### src/rtl/lmb_pkg.sv
package lmb_pkg;

    localparam int unsigned LOG_TABLE_ENTRIES_DEF = 64;

    localparam int unsigned CFG_IDX_W  = 3;
    localparam int unsigned CFG_DATA_W = 16;

    localparam logic [CFG_IDX_W-1:0] REG_RISE_COEFF       = 3'd0;
    localparam logic [CFG_IDX_W-1:0] REG_FALL_COEFF       = 3'd1;
    localparam logic [CFG_IDX_W-1:0] REG_SEGMENT_COUNT    = 3'd2;
    localparam logic [CFG_IDX_W-1:0] REG_PEAK_HOLD_FRAMES = 3'd3;
    localparam logic [CFG_IDX_W-1:0] REG_PEAK_FALL_STEP   = 3'd4;
    localparam logic [CFG_IDX_W-1:0] REG_CLIP_HOLD_FRAMES = 3'd5;

    localparam logic [15:0] RISE_COEFF_RST       = 16'd32768;
    localparam logic [15:0] FALL_COEFF_RST       = 16'd3277;
    localparam logic [6:0]  SEGMENT_COUNT_RST    = 7'd16;
    localparam logic [15:0] PEAK_HOLD_FRAMES_RST = 16'd30;
    localparam logic [15:0] PEAK_FALL_STEP_RST   = 16'd328;
    localparam logic [15:0] CLIP_HOLD_FRAMES_RST = 16'd60;

    localparam logic [15:0] FULL_SCALE    = 16'd32768;
    localparam logic [16:0] DB_SCALE_Q20  = 17'd105218;
    localparam logic [15:0] SNAP_LSB      = 16'd17;
    localparam logic [15:0] CLIP_LEVEL    = 16'd30802;
    localparam logic [22:0] SILENCE_LIMIT = 23'd16384;

    typedef struct packed {
        logic load;
        logic log_en;
        logic rom_en;
        logic mul_en;
        logic bar_en;
        logic upd_en;
        logic sil_en;
        logic draw_en;
    } lmb_cmd_t;

    function automatic logic [15:0] abs_diff(input logic [15:0] a, input logic [15:0] b);
        return (a > b) ? (a - b) : (b - a);
    endfunction

    // log2(1 + i/n) in q16, evaluated at elaboration only
    function automatic logic [15:0] log_frac_entry(input int unsigned i, input int unsigned n);
        logic [63:0] num;
        logic [63:0] rem;
        logic [63:0] quo;
        logic [63:0] y;
        logic [15:0] r;
        num = (64'(n) + 64'(i)) << 30;
        rem = '0;
        quo = '0;
        for (int k = 63; k >= 0; k--)
        begin
            rem = {rem[62:0], num[k]};
            if (rem >= 64'(n))
            begin
                rem    = rem - 64'(n);
                quo[k] = 1'b1;
            end
        end
        y = quo;
        r = '0;
        for (int b = 0; b < 16; b++)
        begin
            y = (y * y) >> 30;
            r = {r[14:0], 1'b0};
            if (y >= 64'h0000_0000_8000_0000)
            begin
                r[0] = 1'b1;
                y    = y >> 1;
            end
        end
        return r;
    endfunction

endpackage

### src/rtl/lmb_ctrl.sv
module lmb_ctrl (
    input  logic             clk,
    input  logic             rst_n,
    input  logic             in_valid,
    output logic             in_stall,
    output logic             out_valid,
    input  logic             out_stall,
    output lmb_pkg::lmb_cmd_t cmd
);
    import lmb_pkg::*;

    typedef enum logic [2:0] {
        S_IDLE,
        S_LOG,
        S_ROM,
        S_MUL,
        S_BAR,
        S_UPD,
        S_SIL,
        S_DRAW
    } state_t;

    state_t state_reg;
    state_t state_next;
    logic   out_valid_reg;
    logic   out_valid_next;
    logic   slot_free;

    assign slot_free = !out_valid_reg || !out_stall;
    assign in_stall  = (state_reg != S_IDLE);
    assign out_valid = out_valid_reg;

    always_comb
    begin
        cmd         = '0;
        cmd.load    = (state_reg == S_IDLE) && in_valid;
        cmd.log_en  = (state_reg == S_LOG);
        cmd.rom_en  = (state_reg == S_ROM);
        cmd.mul_en  = (state_reg == S_MUL);
        cmd.bar_en  = (state_reg == S_BAR);
        cmd.upd_en  = (state_reg == S_UPD);
        cmd.sil_en  = (state_reg == S_SIL);
        cmd.draw_en = (state_reg == S_DRAW) && slot_free;
    end

    always_comb
    begin
        state_next     = state_reg;
        out_valid_next = out_valid_reg && out_stall;
        case (state_reg)
            S_IDLE:
            begin
                if (in_valid)
                    state_next = S_LOG;
            end
            S_LOG:  state_next = S_ROM;
            S_ROM:  state_next = S_MUL;
            S_MUL:  state_next = S_BAR;
            S_BAR:  state_next = S_UPD;
            S_UPD:  state_next = S_SIL;
            S_SIL:  state_next = S_DRAW;
            S_DRAW:
            begin
                if (slot_free)
                begin
                    state_next     = S_IDLE;
                    out_valid_next = 1'b1;
                end
            end
            default: state_next = S_IDLE;
        endcase
    end

    always_ff @(posedge clk or negedge rst_n)
    begin
        if (!rst_n)
        begin
            state_reg     <= S_IDLE;
            out_valid_reg <= 1'b0;
        end
        else
        begin
            state_reg     <= state_next;
            out_valid_reg <= out_valid_next;
        end
    end

    a_load_to_draw: assert property (@(posedge clk) disable iff (!rst_n)
        cmd.load |-> ##7 (state_reg == S_DRAW))
        else $error("item did not reach draw stage in time");

    a_rose_after_draw: assert property (@(posedge clk) disable iff (!rst_n)
        $rose(out_valid_reg) |-> ($past(state_reg) == S_DRAW))
        else $error("result shown without a draw step");

    a_draw_needs_slot: assert property (@(posedge clk) disable iff (!rst_n)
        (state_reg == S_DRAW && out_valid_reg && out_stall) |=> (state_reg == S_DRAW))
        else $error("draw step left while output slot was busy");

endmodule

### src/rtl/lmb_datapath.sv
module lmb_datapath #(
    parameter int unsigned LOG_TABLE_ENTRIES = lmb_pkg::LOG_TABLE_ENTRIES_DEF
) (
    input  logic                            clk,
    input  logic                            rst_n,
    input  lmb_pkg::lmb_cmd_t               cmd,
    input  logic                            cfg_write,
    input  logic [lmb_pkg::CFG_IDX_W-1:0]   cfg_index,
    input  logic [lmb_pkg::CFG_DATA_W-1:0]  cfg_data,
    input  logic [15:0]                     linear_level,
    output logic [15:0]                     bar_level,
    output logic [15:0]                     peak_level,
    output logic                            clip_lit,
    output logic                            redraw
);
    import lmb_pkg::*;

    localparam int unsigned IDX_W = $clog2(LOG_TABLE_ENTRIES);
    localparam int unsigned NW    = $clog2(LOG_TABLE_ENTRIES + 1);
    localparam int unsigned PW    = 15 + NW;

    logic [15:0] log_rom [LOG_TABLE_ENTRIES];

    for (genvar g = 0; g < LOG_TABLE_ENTRIES; g++)
    begin : g_rom
        assign log_rom[g] = log_frac_entry(g, LOG_TABLE_ENTRIES);
    end

    // configuration
    logic [15:0] rise_coeff_reg;
    logic [15:0] fall_coeff_reg;
    logic [6:0]  segment_count_reg;
    logic [15:0] peak_hold_frames_reg;
    logic [15:0] peak_fall_step_reg;
    logic [15:0] clip_hold_frames_reg;

    always_ff @(posedge clk or negedge rst_n)
    begin
        if (!rst_n)
        begin
            rise_coeff_reg       <= RISE_COEFF_RST;
            fall_coeff_reg       <= FALL_COEFF_RST;
            segment_count_reg    <= SEGMENT_COUNT_RST;
            peak_hold_frames_reg <= PEAK_HOLD_FRAMES_RST;
            peak_fall_step_reg   <= PEAK_FALL_STEP_RST;
            clip_hold_frames_reg <= CLIP_HOLD_FRAMES_RST;
        end
        else if (cfg_write)
        begin
            case (cfg_index)
                REG_RISE_COEFF:       rise_coeff_reg       <= cfg_data;
                REG_FALL_COEFF:       fall_coeff_reg       <= cfg_data;
                REG_SEGMENT_COUNT:    segment_count_reg    <= cfg_data[6:0];
                REG_PEAK_HOLD_FRAMES: peak_hold_frames_reg <= cfg_data;
                REG_PEAK_FALL_STEP:   peak_fall_step_reg   <= cfg_data;
                REG_CLIP_HOLD_FRAMES: clip_hold_frames_reg <= cfg_data;
                default: ;
            endcase
        end
    end

    logic [6:0] seg;
    assign seg = (segment_count_reg == '0) ? 7'd1 : segment_count_reg;

    // normalisation pipeline
    logic [15:0]      x_reg;
    logic             zero_reg;
    logic             full_reg;
    logic [3:0]       shift_reg;
    logic [IDX_W-1:0] idx_reg;
    logic [15:0]      rom_reg;
    logic [15:0]      target_reg;

    logic [3:0]  lead_pos;
    logic [3:0]  shift_next;
    logic [15:0] xn;
    logic [PW-1:0] frac_prod;
    logic [IDX_W-1:0] idx_next;

    always_comb
    begin
        lead_pos = '0;
        for (int b = 0; b < 15; b++)
        begin
            if (x_reg[b])
                lead_pos = 4'(b);
        end
        shift_next = 4'd15 - lead_pos;
        xn         = x_reg << shift_next;
        frac_prod  = PW'(xn[14:0]) * PW'(LOG_TABLE_ENTRIES);
        idx_next   = IDX_W'(frac_prod[PW-1:15]);
    end

    logic [19:0] neg_log;
    logic [36:0] drop_prod;
    logic [15:0] drop;
    logic [15:0] target_next;

    always_comb
    begin
        neg_log   = {shift_reg, 16'h0000} - {4'h0, rom_reg};
        drop_prod = 37'(neg_log) * 37'(DB_SCALE_Q20);
        drop      = drop_prod[36:21];
        if (zero_reg)
            target_next = '0;
        else if (full_reg)
            target_next = FULL_SCALE;
        else if (drop >= FULL_SCALE)
            target_next = '0;
        else
            target_next = FULL_SCALE - drop;
    end

    always_ff @(posedge clk)
    begin
        if (cmd.load)
            x_reg <= linear_level;
        if (cmd.log_en)
        begin
            zero_reg  <= (x_reg == '0);
            full_reg  <= x_reg[15];
            shift_reg <= shift_next;
            idx_reg   <= idx_next;
        end
        if (cmd.rom_en)
            rom_reg <= log_rom[idx_reg];
        if (cmd.mul_en)
            target_reg <= target_next;
    end

    // ballistics state
    logic [15:0] bar_reg;
    logic [15:0] peak_reg;
    logic [15:0] peak_hold_reg;
    logic [15:0] clip_hold_reg;
    logic        fall_reg;
    logic [15:0] shown_bar_reg;
    logic [15:0] shown_peak_reg;
    logic        shown_clip_reg;
    logic [15:0] step_reg;
    logic        rising_reg;

    logic        rising;
    logic [15:0] coeff;
    logic [31:0] step_prod;

    always_comb
    begin
        rising    = target_reg > bar_reg;
        coeff     = rising ? rise_coeff_reg : fall_coeff_reg;
        if (coeff > FULL_SCALE)
            coeff = FULL_SCALE;
        step_prod = 32'(abs_diff(target_reg, bar_reg)) * 32'(coeff);
    end

    logic [15:0] bar_moved;
    logic [15:0] bar_next;
    logic [15:0] peak_next;
    logic [15:0] peak_hold_next;
    logic [15:0] clip_hold_next;
    logic        fall_next;
    logic [15:0] fallen;

    always_comb
    begin
        bar_moved = rising_reg ? (bar_reg + step_reg) : (bar_reg - step_reg);
        bar_next  = (abs_diff(target_reg, bar_moved) < SNAP_LSB) ? target_reg : bar_moved;

        fallen         = (peak_reg > peak_fall_step_reg) ? (peak_reg - peak_fall_step_reg) : '0;
        peak_next      = peak_reg;
        peak_hold_next = peak_hold_reg;
        fall_next      = 1'b0;
        if (target_reg >= peak_reg)
        begin
            peak_next      = target_reg;
            peak_hold_next = peak_hold_frames_reg;
        end
        else if (peak_hold_reg != '0)
            peak_hold_next = peak_hold_reg - 16'd1;
        else
        begin
            peak_next = (fallen > target_reg) ? fallen : target_reg;
            fall_next = 1'b1;
        end

        if (target_reg >= CLIP_LEVEL)
            clip_hold_next = clip_hold_frames_reg;
        else if (clip_hold_reg != '0)
            clip_hold_next = clip_hold_reg - 16'd1;
        else
            clip_hold_next = clip_hold_reg;
    end

    logic [22:0] bar_seg;
    logic [22:0] peak_seg;
    logic [22:0] bar_dist;
    logic [22:0] peak_dist;
    logic        lit;
    logic        moved;

    always_comb
    begin
        bar_seg   = 23'(bar_reg) * 23'(seg);
        peak_seg  = 23'(peak_reg) * 23'(seg);
        bar_dist  = 23'(abs_diff(bar_reg, shown_bar_reg)) * 23'(seg);
        peak_dist = 23'(abs_diff(peak_reg, shown_peak_reg)) * 23'(seg);
        lit       = (clip_hold_reg != '0);
        // distance times four reaches full scale
        moved     = (bar_dist[22:13] != '0) || (peak_dist[22:13] != '0)
                    || (lit != shown_clip_reg);
    end

    always_ff @(posedge clk or negedge rst_n)
    begin
        if (!rst_n)
        begin
            bar_reg        <= '0;
            peak_reg       <= '0;
            peak_hold_reg  <= '0;
            clip_hold_reg  <= '0;
            fall_reg       <= 1'b0;
            shown_bar_reg  <= '0;
            shown_peak_reg <= '0;
            shown_clip_reg <= 1'b0;
        end
        else
        begin
            if (cmd.upd_en)
            begin
                bar_reg       <= bar_next;
                peak_reg      <= peak_next;
                peak_hold_reg <= peak_hold_next;
                clip_hold_reg <= clip_hold_next;
                fall_reg      <= fall_next;
            end
            if (cmd.sil_en)
            begin
                if (target_reg == '0 && bar_seg < SILENCE_LIMIT)
                    bar_reg <= '0;
                if (fall_reg && target_reg == '0 && peak_seg < SILENCE_LIMIT)
                    peak_reg <= '0;
            end
            if (cmd.draw_en && moved)
            begin
                shown_bar_reg  <= bar_reg;
                shown_peak_reg <= peak_reg;
                shown_clip_reg <= lit;
            end
        end
    end

    logic [15:0] bar_level_reg;
    logic [15:0] peak_level_reg;
    logic        clip_lit_reg;
    logic        redraw_reg;

    always_ff @(posedge clk)
    begin
        if (cmd.bar_en)
        begin
            step_reg   <= step_prod[30:15];
            rising_reg <= rising;
        end
        if (cmd.draw_en)
        begin
            bar_level_reg  <= bar_reg;
            peak_level_reg <= peak_reg;
            clip_lit_reg   <= lit;
            redraw_reg     <= moved;
        end
    end

    assign bar_level  = bar_level_reg;
    assign peak_level = peak_level_reg;
    assign clip_lit   = clip_lit_reg;
    assign redraw     = redraw_reg;

    a_bar_range: assert property (@(posedge clk) disable iff (!rst_n)
        bar_reg <= FULL_SCALE)
        else $error("bar above full scale");

    a_peak_covers_target: assert property (@(posedge clk) disable iff (!rst_n)
        cmd.sil_en |-> (peak_reg >= target_reg))
        else $error("peak below current target after update");

    a_silence_zero_target: assert property (@(posedge clk) disable iff (!rst_n)
        (cmd.sil_en && target_reg == '0 && bar_seg < SILENCE_LIMIT) |=> (bar_reg == '0))
        else $error("bar not snapped to silence");

endmodule

### src/rtl/level_meter_ballistics_core.sv
// level meter with bar ballistics, peak hold and clip lamp
// input channel: in_valid / in_stall carry one linear level per beat
// output channel: out_valid / out_stall carry bar, peak, clip lamp and
// redraw flag, one result beat for every input beat
// configuration: cfg_write with cfg_index and cfg_data, written while idle by
// the user (not enforced by the block); after an input beat is accepted one
// shared sequencer walks log, table read, scale, bar step, update, silence
// and redraw stages, loading the result register in the redraw stage; the
// next item is taken once the sequencer is back in idle, not before
// the result sits in an output register, so a new item is taken while the
// previous result is still waiting; a stalled result holds the sequencer
// in its last stage until the output register frees
// reset clears all meter state to silence and loads default register values
module level_meter_ballistics_core #(
    parameter int unsigned LOG_TABLE_ENTRIES = lmb_pkg::LOG_TABLE_ENTRIES_DEF
) (
    input  logic                            clk,
    input  logic                            rst_n,
    input  logic                            in_valid,
    output logic                            in_stall,
    input  logic [15:0]                     linear_level,
    output logic                            out_valid,
    input  logic                            out_stall,
    output logic [15:0]                     bar_level,
    output logic [15:0]                     peak_level,
    output logic                            clip_lit,
    output logic                            redraw,
    input  logic                            cfg_write,
    input  logic [lmb_pkg::CFG_IDX_W-1:0]   cfg_index,
    input  logic [lmb_pkg::CFG_DATA_W-1:0]  cfg_data
);
    import lmb_pkg::*;

    lmb_cmd_t cmd;

    lmb_ctrl u_ctrl (
        .clk       (clk),
        .rst_n     (rst_n),
        .in_valid  (in_valid),
        .in_stall  (in_stall),
        .out_valid (out_valid),
        .out_stall (out_stall),
        .cmd       (cmd)
    );

    lmb_datapath #(
        .LOG_TABLE_ENTRIES (LOG_TABLE_ENTRIES)
    ) u_datapath (
        .clk          (clk),
        .rst_n        (rst_n),
        .cmd          (cmd),
        .cfg_write    (cfg_write),
        .cfg_index    (cfg_index),
        .cfg_data     (cfg_data),
        .linear_level (linear_level),
        .bar_level    (bar_level),
        .peak_level   (peak_level),
        .clip_lit     (clip_lit),
        .redraw       (redraw)
    );

endmodule
### config.mk
export PLATFORM = sky130hd
export DESIGN_NAME = level_meter_ballistics_core
export DESIGN_NICKNAME = d
export VERILOG_FILES = /design/src/rtl/lmb_pkg.sv /design/src/rtl/lmb_ctrl.sv /design/src/rtl/lmb_datapath.sv /design/src/rtl/level_meter_ballistics_core.sv
export SDC_FILE = /design/constraint.sdc
export NUM_CORES = 2
export LEC_CHECK = 0
export ABC_AREA = 1
export BUFFER_PORTS_ARGS = -buffer_cell sky130_fd_sc_hd__buf_2
export CAP_MARGIN = 5
export CORE_ASPECT_RATIO = 0.75
export CORE_UTILIZATION = 65
export CTS_CLUSTER_DIAMETER = 50
export DETAILED_ROUTE_END_ITERATION = 7
export PLACE_DENSITY = 0.82
export SYNTH_ARGS = -nofsm -noshare
export SYNTH_HDL_FRONTEND = slang
export SYNTH_SLANG_ARGS = --single-unit
export TNS_END_PERCENT = 1
### constraint.sdc
create_clock -name clk -period 15 [get_ports clk]
set_input_delay 0.75 -clock clk [delete_from_list [all_inputs] [get_ports clk]]
set_output_delay 0.75 -clock clk [all_outputs]
set_load 0.02 [all_outputs]
# Yosys cells after proc, flatten, opt, wreduce, memory -nomap -nowiden
# Memory sizes are Yosys's and may differ from the RTL's. A register that Yosys moved wholly into a read port is not among the register bits.
# Index checks and enable logic that the tools add are counted.
[op_classes]
n_shift = 1
eq_ne = 15
mul = 6
n_lt_le_gt_ge = 13
n_reduce_logical = 34
muxes = 46
bitwise = 1
addsub = 16
[op_table]
columns = ["cell", "n"]
rows = [
  ["2-to-1 mux 16 bit", 24],
  ["subtractor 16 bit", 10],
  ["> comparator 16 bit", 6],
  ["multiplier 16 x 7 -> 23 bit", 4],
  ["< comparator 23 x 15 -> 1 bit, second input constant", 2],
  ["multiplier 20 x 16 -> 36 bit, second input constant", 1],
  ["logical NOT 16 bit", 2],
  ["nonzero test 16 bit", 2],
  ["subtractor 16 x 1 -> 16 bit, second input constant", 2],
  ["multiplier 16 x 16 -> 31 bit", 1],
  ["2-to-1 mux 4 bit", 7],
  ["one-hot mux 3 bit (8 select lines)", 1],
  ["nonzero test 10 bit", 2],
  ["subtractor 20 x 16 -> 20 bit", 1],
  ["equality test 3 bit, second input constant", 6],
  ["2-to-1 mux 3 bit", 6],
  ["AND reduction 2 bit", 9],
  ["adder 16 bit", 1],
  [">= comparator 16 x 15 -> 1 bit, second input constant", 1],
  [">= comparator 16 bit", 1],
  [">= comparator 16 bit, second input constant", 1],
  ["> comparator 16 bit, second input constant", 1],
  ["< comparator 16 x 5 -> 1 bit, second input constant", 1],
  ["left shift 16 x 4 -> 15 bit", 1],
  ["other kinds (19)", 39],
]
[word_totals]
in_bits = 40
out_inout_bits = 36
register_bits = 284
memories = 1
romBits = 1024
wordCells = 162
[memory_table]
columns = ["name", "words", "width", "rd", "rd_clocked_by_memory_dff", "wr", "line_no", "text"]
rows = [
  ["(no name shown)", 64, 16, 1, 1, 0, "lmb_datapath.sv:126", "rom_reg <= log_rom[idx_reg];"],
]

# Depth between registers and ports, before layout
[depth]
depth_word = 16
ltp_mapped = 46

# By module
# From an unflattened synthesis, not the netlist that was laid out.
[unflattened]
hier_cells = 6696
hier_area_um2 = 49961.7
[modules_own_cells]
columns = ["mod", "seq_area_each_um2", "cells_each", "n_inst", "area_per_inst_um2"]
rows = [
  ["lmb_datapath", 7987.7, 6648, 1, 49638.9],
  ["lmb_ctrl", 100.1, 48, 1, 322.8],
]

# Worst setup path before layout
# OpenSTA, ideal clock, no wires.
[synth_timing]
path_type = "register to register"
from = "register u_datapath.bar_reg[1]"
to = "register u_datapath.step_reg[12] (data pin)"
arrival_time_ns = 7.511
required_time_ns = 14.748
path_slack_ns = 7.237
n_path_buf = 3
period_less_slack_ns = 7.763
stages_incl_launch_ff = 43
path_cell_list = "dfrtp_1 clkbuf_1 inv_1 fa_1 nand3_1 nand3_1 nand2_1 nand2_1 nand2_2 nand2_4 buf_2 nand3_1 nand2_1 nor2_1 nand2_1 nor2_1 nand2_1 nand2_2 [... 7 more ...] inv_1 fa_1 inv_1 fa_1 fa_1 inv_1 fa_1 inv_1 ha_1 a21oi_1 o21a_1 inv_1 a21oi_1 nor2_1 a211oi_1 nand2_1 nand2_1 nand2_1"
[synth_via]
elab_chain_len = 5
word_cells_on_any_way = 8
[synth_lines]
columns = ["element", "line_no", "text"]
rows = [
  ["start, declared", "lmb_datapath.sv:132", "logic [15:0] bar_reg;"],
  ["start signal, assigned", "lmb_datapath.sv:230", "bar_reg <= bar_next;"],
  ["> comparator 16 bit", "lmb_pkg.sv:40, lmb_datapath.sv:149", ""],
  ["2-to-1 mux 16 bit", "lmb_datapath.sv:150", "coeff = rising ? rise_coeff_reg : fall_coeff_reg;"],
  ["> comparator 16 bit", "lmb_datapath.sv:151", "if (coeff > FULL_SCALE)"],
  ["2-to-1 mux 16 bit", "lmb_datapath.sv:151", ""],
  ["multiplier 16 x 16 -> 31 bit *", "lmb_datapath.sv:153", "step_prod = 32'(abs_diff(target_reg, bar_reg)) * 32'(coeff);"],
  ["net u_datapath.step_prod[27]", "lmb_datapath.sv:145", "logic [31:0] step_prod;"],
  ["end signal, assigned", "lmb_datapath.sv:261", "step_reg <= step_prod[30:15];"],
  ["end, declared", "lmb_datapath.sv:140", "logic [15:0] step_reg;"],
]
# Mark *: on every way through the listed nets, which the timed path passes. The rest lies on a longest branch.
# A chain may end at the register's enable or synchronous reset.

# Worst setup path in the final report
[layout_timing]
from = "register u_datapath.bar_reg[0]"
to = "register u_datapath.step_reg[13] (data pin)"
# The elaborated chain is that of the path after synthesis.

==> metrics.md <==
| Metric | Value |
|---|---|
| Share of the synthesized area in the top cell type | `0.218` |
| Hold Buf Count CTS | `0` |
| Fillers | `between 6000 and 7000` |
| Critical path destination | `u_datapath.step_reg[13]` |
| Commonest non-fill, non-tap cell in the layout | `nand2_1` |
| GR peak layer | `met1` |
| Synth-to-layout area growth | `5.43%` |
| # Post-CTS Setup Buffers | `0` |
| R2r setup slk | `approximately 4.9 ns` |
| Chip width | `roughly 320 um` |
| Final Skew | `a little under 0.05 ns` |
| Met3 global-route usage | `0.144` |
| CTS tree | `done` |
| Commonest non-fill, non-tap cells in the layout | `nand2_1, inv_1, ha_1, nor2_1, fa_1` |
| Setup_tns | `0 ns` |
| Slowest stage delay, CP | `~0.95 ns` |
| Crit path launch | `u_datapath.bar_reg[0]` |
| Initial Util | `0.662` |
| Largest cells by area after synthesis | `fa_1, ha_1, nand2_1, inv_1, dfrtp_1` |
| R2R depth | `33` |
| Die height | `243 um` |
| DR DRC count | `0` |
| Root Buffer | `clkbuf_16` |
| Distinct cells, synth | `73` |
| HPWL after DPL | `~130000 um` |
| Clock Sinks | `300` |
| Synth Register Bits | `300` |
| Worst Path Required | `15.34 ns` |
| EDFF count, synth | `111` |
| Critical path launch point type | `flop` |
| Vias in the first global route | `about 44000` |
| Crit-path slowest cell | `nor2_1` |
| Fmax | `around 100 MHz` |
| Met1 Use GR | `0.595` |
| Global-route wire length before repair | `about 250000 um` |
| Slew Limit Fails | `0` |
| Status | `finished clean` |
| Register area | `0.00809 mm^2` |
| Final Hold Violating Endpoints | `0` |
| Antenna Nets Post-Route | `0` |
| Leading area contributor after synthesis | `fa_1` |
| Worst reg2reg startpoint | `u_datapath.bar_reg[0]` |
| Pin count of the biggest net entering global routing | `124` |
| Final Setup Violations | `0` |
| Average vias per placed instance | `roughly 5.9` |
| WL/cell | `roughly 20 um` |
| H-Tree Depth | `2` |
| Total Wirelength | `156000 um` |
| Number of synthesis warnings | `0` |
| Slew HR | `0.149` |
| Reg2reg end | `u_datapath.step_reg[13]` |
| Asr flop ratio synth | `0.630` |
| Synth Area per Inst | `7.40 um^2` |
| Tcrit/Tclk final | `0.670` |
| Setup Crit Path Kind | `reg2reg` |
| Minimum clock period | `10.06 ns` |
| Fin nets | `a little under 8000` |
| Initial antenna violation count | `8` |
| Mapped cell area | `about 0.05 mm^2` |
| Clk buf depth | `3` |
| Met2 Usage GRT | `0.558` |
| RSZ-0062 raised after global routing | `no` |
| Cts repair resizes | `0` |
| Sequential area share after synthesis | `0.161` |
| Drt initial violations | `5555` |
| Port buffer count | `75` |
| Worst-margin pin slew | `roughly 1.3 ns` |
| Clock transition at the registers of the reported paths | `~0.06 ns` |
| Synth Instances | `6776` |
| GR Overflow Total | `0` |
| I/O pin cnt | `76` |
| Maxcap violations | `0` |
| GRT Total Usage | `0.403` |
| Clk Latency, worst-skew pair | `between 0.6 and 0.7 ns` |
| Gpl congestion | `roughly 1.0` |
| Min-Delay Path Class | `in2async` |
| Worst path arrival time | `10.40 ns` |
| Main synth FF type | `dfrtp_1` |
| Routed vias | `46245` |
| CTS Buf Count | `43` |
| TritonRoute pass-1 iters | `7` |
| Die ar. | `between 0.07 and 0.08 mm^2` |
| Crit-path max FO | `34` |
| Layout cells sized above 1 | `0.0438` |
| Core area | `0.0758 mm^2` |
| Kind of end point of the critical path | `flop` |
| Row count | `87` |
| Area occupied by multi-input gates | `roughly 0.036 mm^2` |
| Syn_nets | `roughly 7900` |
[kinds of logic (layout without fill, tap and decap cells)]
| group | Yosys count | after routing | synth area share |
|---|---|---|---|
| xor gates and xnor gates | 191 | 191 | 0.0338 |
| AOI/OAI and AO/OA | 981 | 981 | 0.111 |
| adders and majority gates | 1122 | 1122 | 0.362 |
| muxes | 2 | 2 | 0.000399 |
| and+or+nand+nor | 2673 | 2673 | 0.217 |
| buffers and inverters | 1507 | 1505 | 0.115 |
| DFF | 300 | 300 | 0.161 |
| other | 0 | 3 | 0 |
[cell usage after synthesis (14+ instances only)]
master / number
nor2_1: 555
clkbuf_1: 149
buf_2: 24
ha_1: 575
o221ai_1: 16
nand2_1: 1646
xnor2_1: 39
edfxtp_1: 111
a31oi_1: 39
nor3_1: 80
o21a_1: 19
a221oi_1: 14
xor2_1: 149
dfstp_2: 20
nand3_1: 256
a21o_1: 15
o211ai_1: 40
inv_1: 1281
nand4_1: 45
nor4_1: 20
fa_1: 547
a211oi_1: 14
inv_2: 17
o21ai_0: 371
a21oi_1: 364
dfrtp_1: 169
nand2_2: 18
[cell type report]
class                           count  share of cell area
Multi-Input combinational cell   4969               0.687
Sequential cell                   300               0.153
Inverter                         1310              0.0930
Tap cell                         1023              0.0242
Clock buffer                       55              0.0231
Timing Repair Buffer              115              0.0130
Clock inverter                     25             0.00639
Antenna cell                        3            0.000142
[metal layers]
layer / part of all wire / vias to the layer above
met1: 0.43 / 22073
met3: 0.14 / 324
met4: 0.027 / 8
li1: - / 21249
met2: 0.40 / 2591
met5: 0.00040 / -
[metrics by stage]
step                      utilization  hold WS [ns]  instances  cell area (um^2)  setup slack, ns
after floorplan                     -         0.428       6776             50100             7.24
after global placement          0.677         0.454       7716             51300             5.51
after detailed placement        0.677         0.470       7716             51300             5.24
after CTS                       0.697         0.298       7796             52800             5.20
after global routing            0.698         0.301       7797             52900             4.39
final                           0.698         0.282       7800             52900             4.94
[worst min path at each step]
| stage | from | to | cells after the start |
|---|---|---|---|
| finish | rst_n | u_datapath.clip_hold_reg[8] | 1 |
| global route | linear_level[8] | u_datapath.x_reg[8] | 1 |
| CTS | linear_level[13] | u_datapath.x_reg[13] | 1 |
| detailed placement | u_datapath.rise_coeff_reg[0] | u_datapath.rise_coeff_reg[0] | 2 |
| global placement | u_datapath.shown_peak_reg[15] | u_datapath.shown_peak_reg[15] | 2 |
| floorplan | u_datapath.x_reg[15] | u_datapath.full_reg | 0 |
[critical path: cells and delay by family, from the launching register on]
kind / cells / cell delay, ns
adders and majority gates: 8 / 4.08
and+or+nand+nor: 13 / 3.10
AOI/OAI and AO/OA: 6 / 1.19
buffers and inverters: 6 / 0.80
DFF: 1 / 0.60
Power is left out: the tool's default activity adds up to more than one toggle a clock period on the data nets, which glitch-free logic cannot reach.
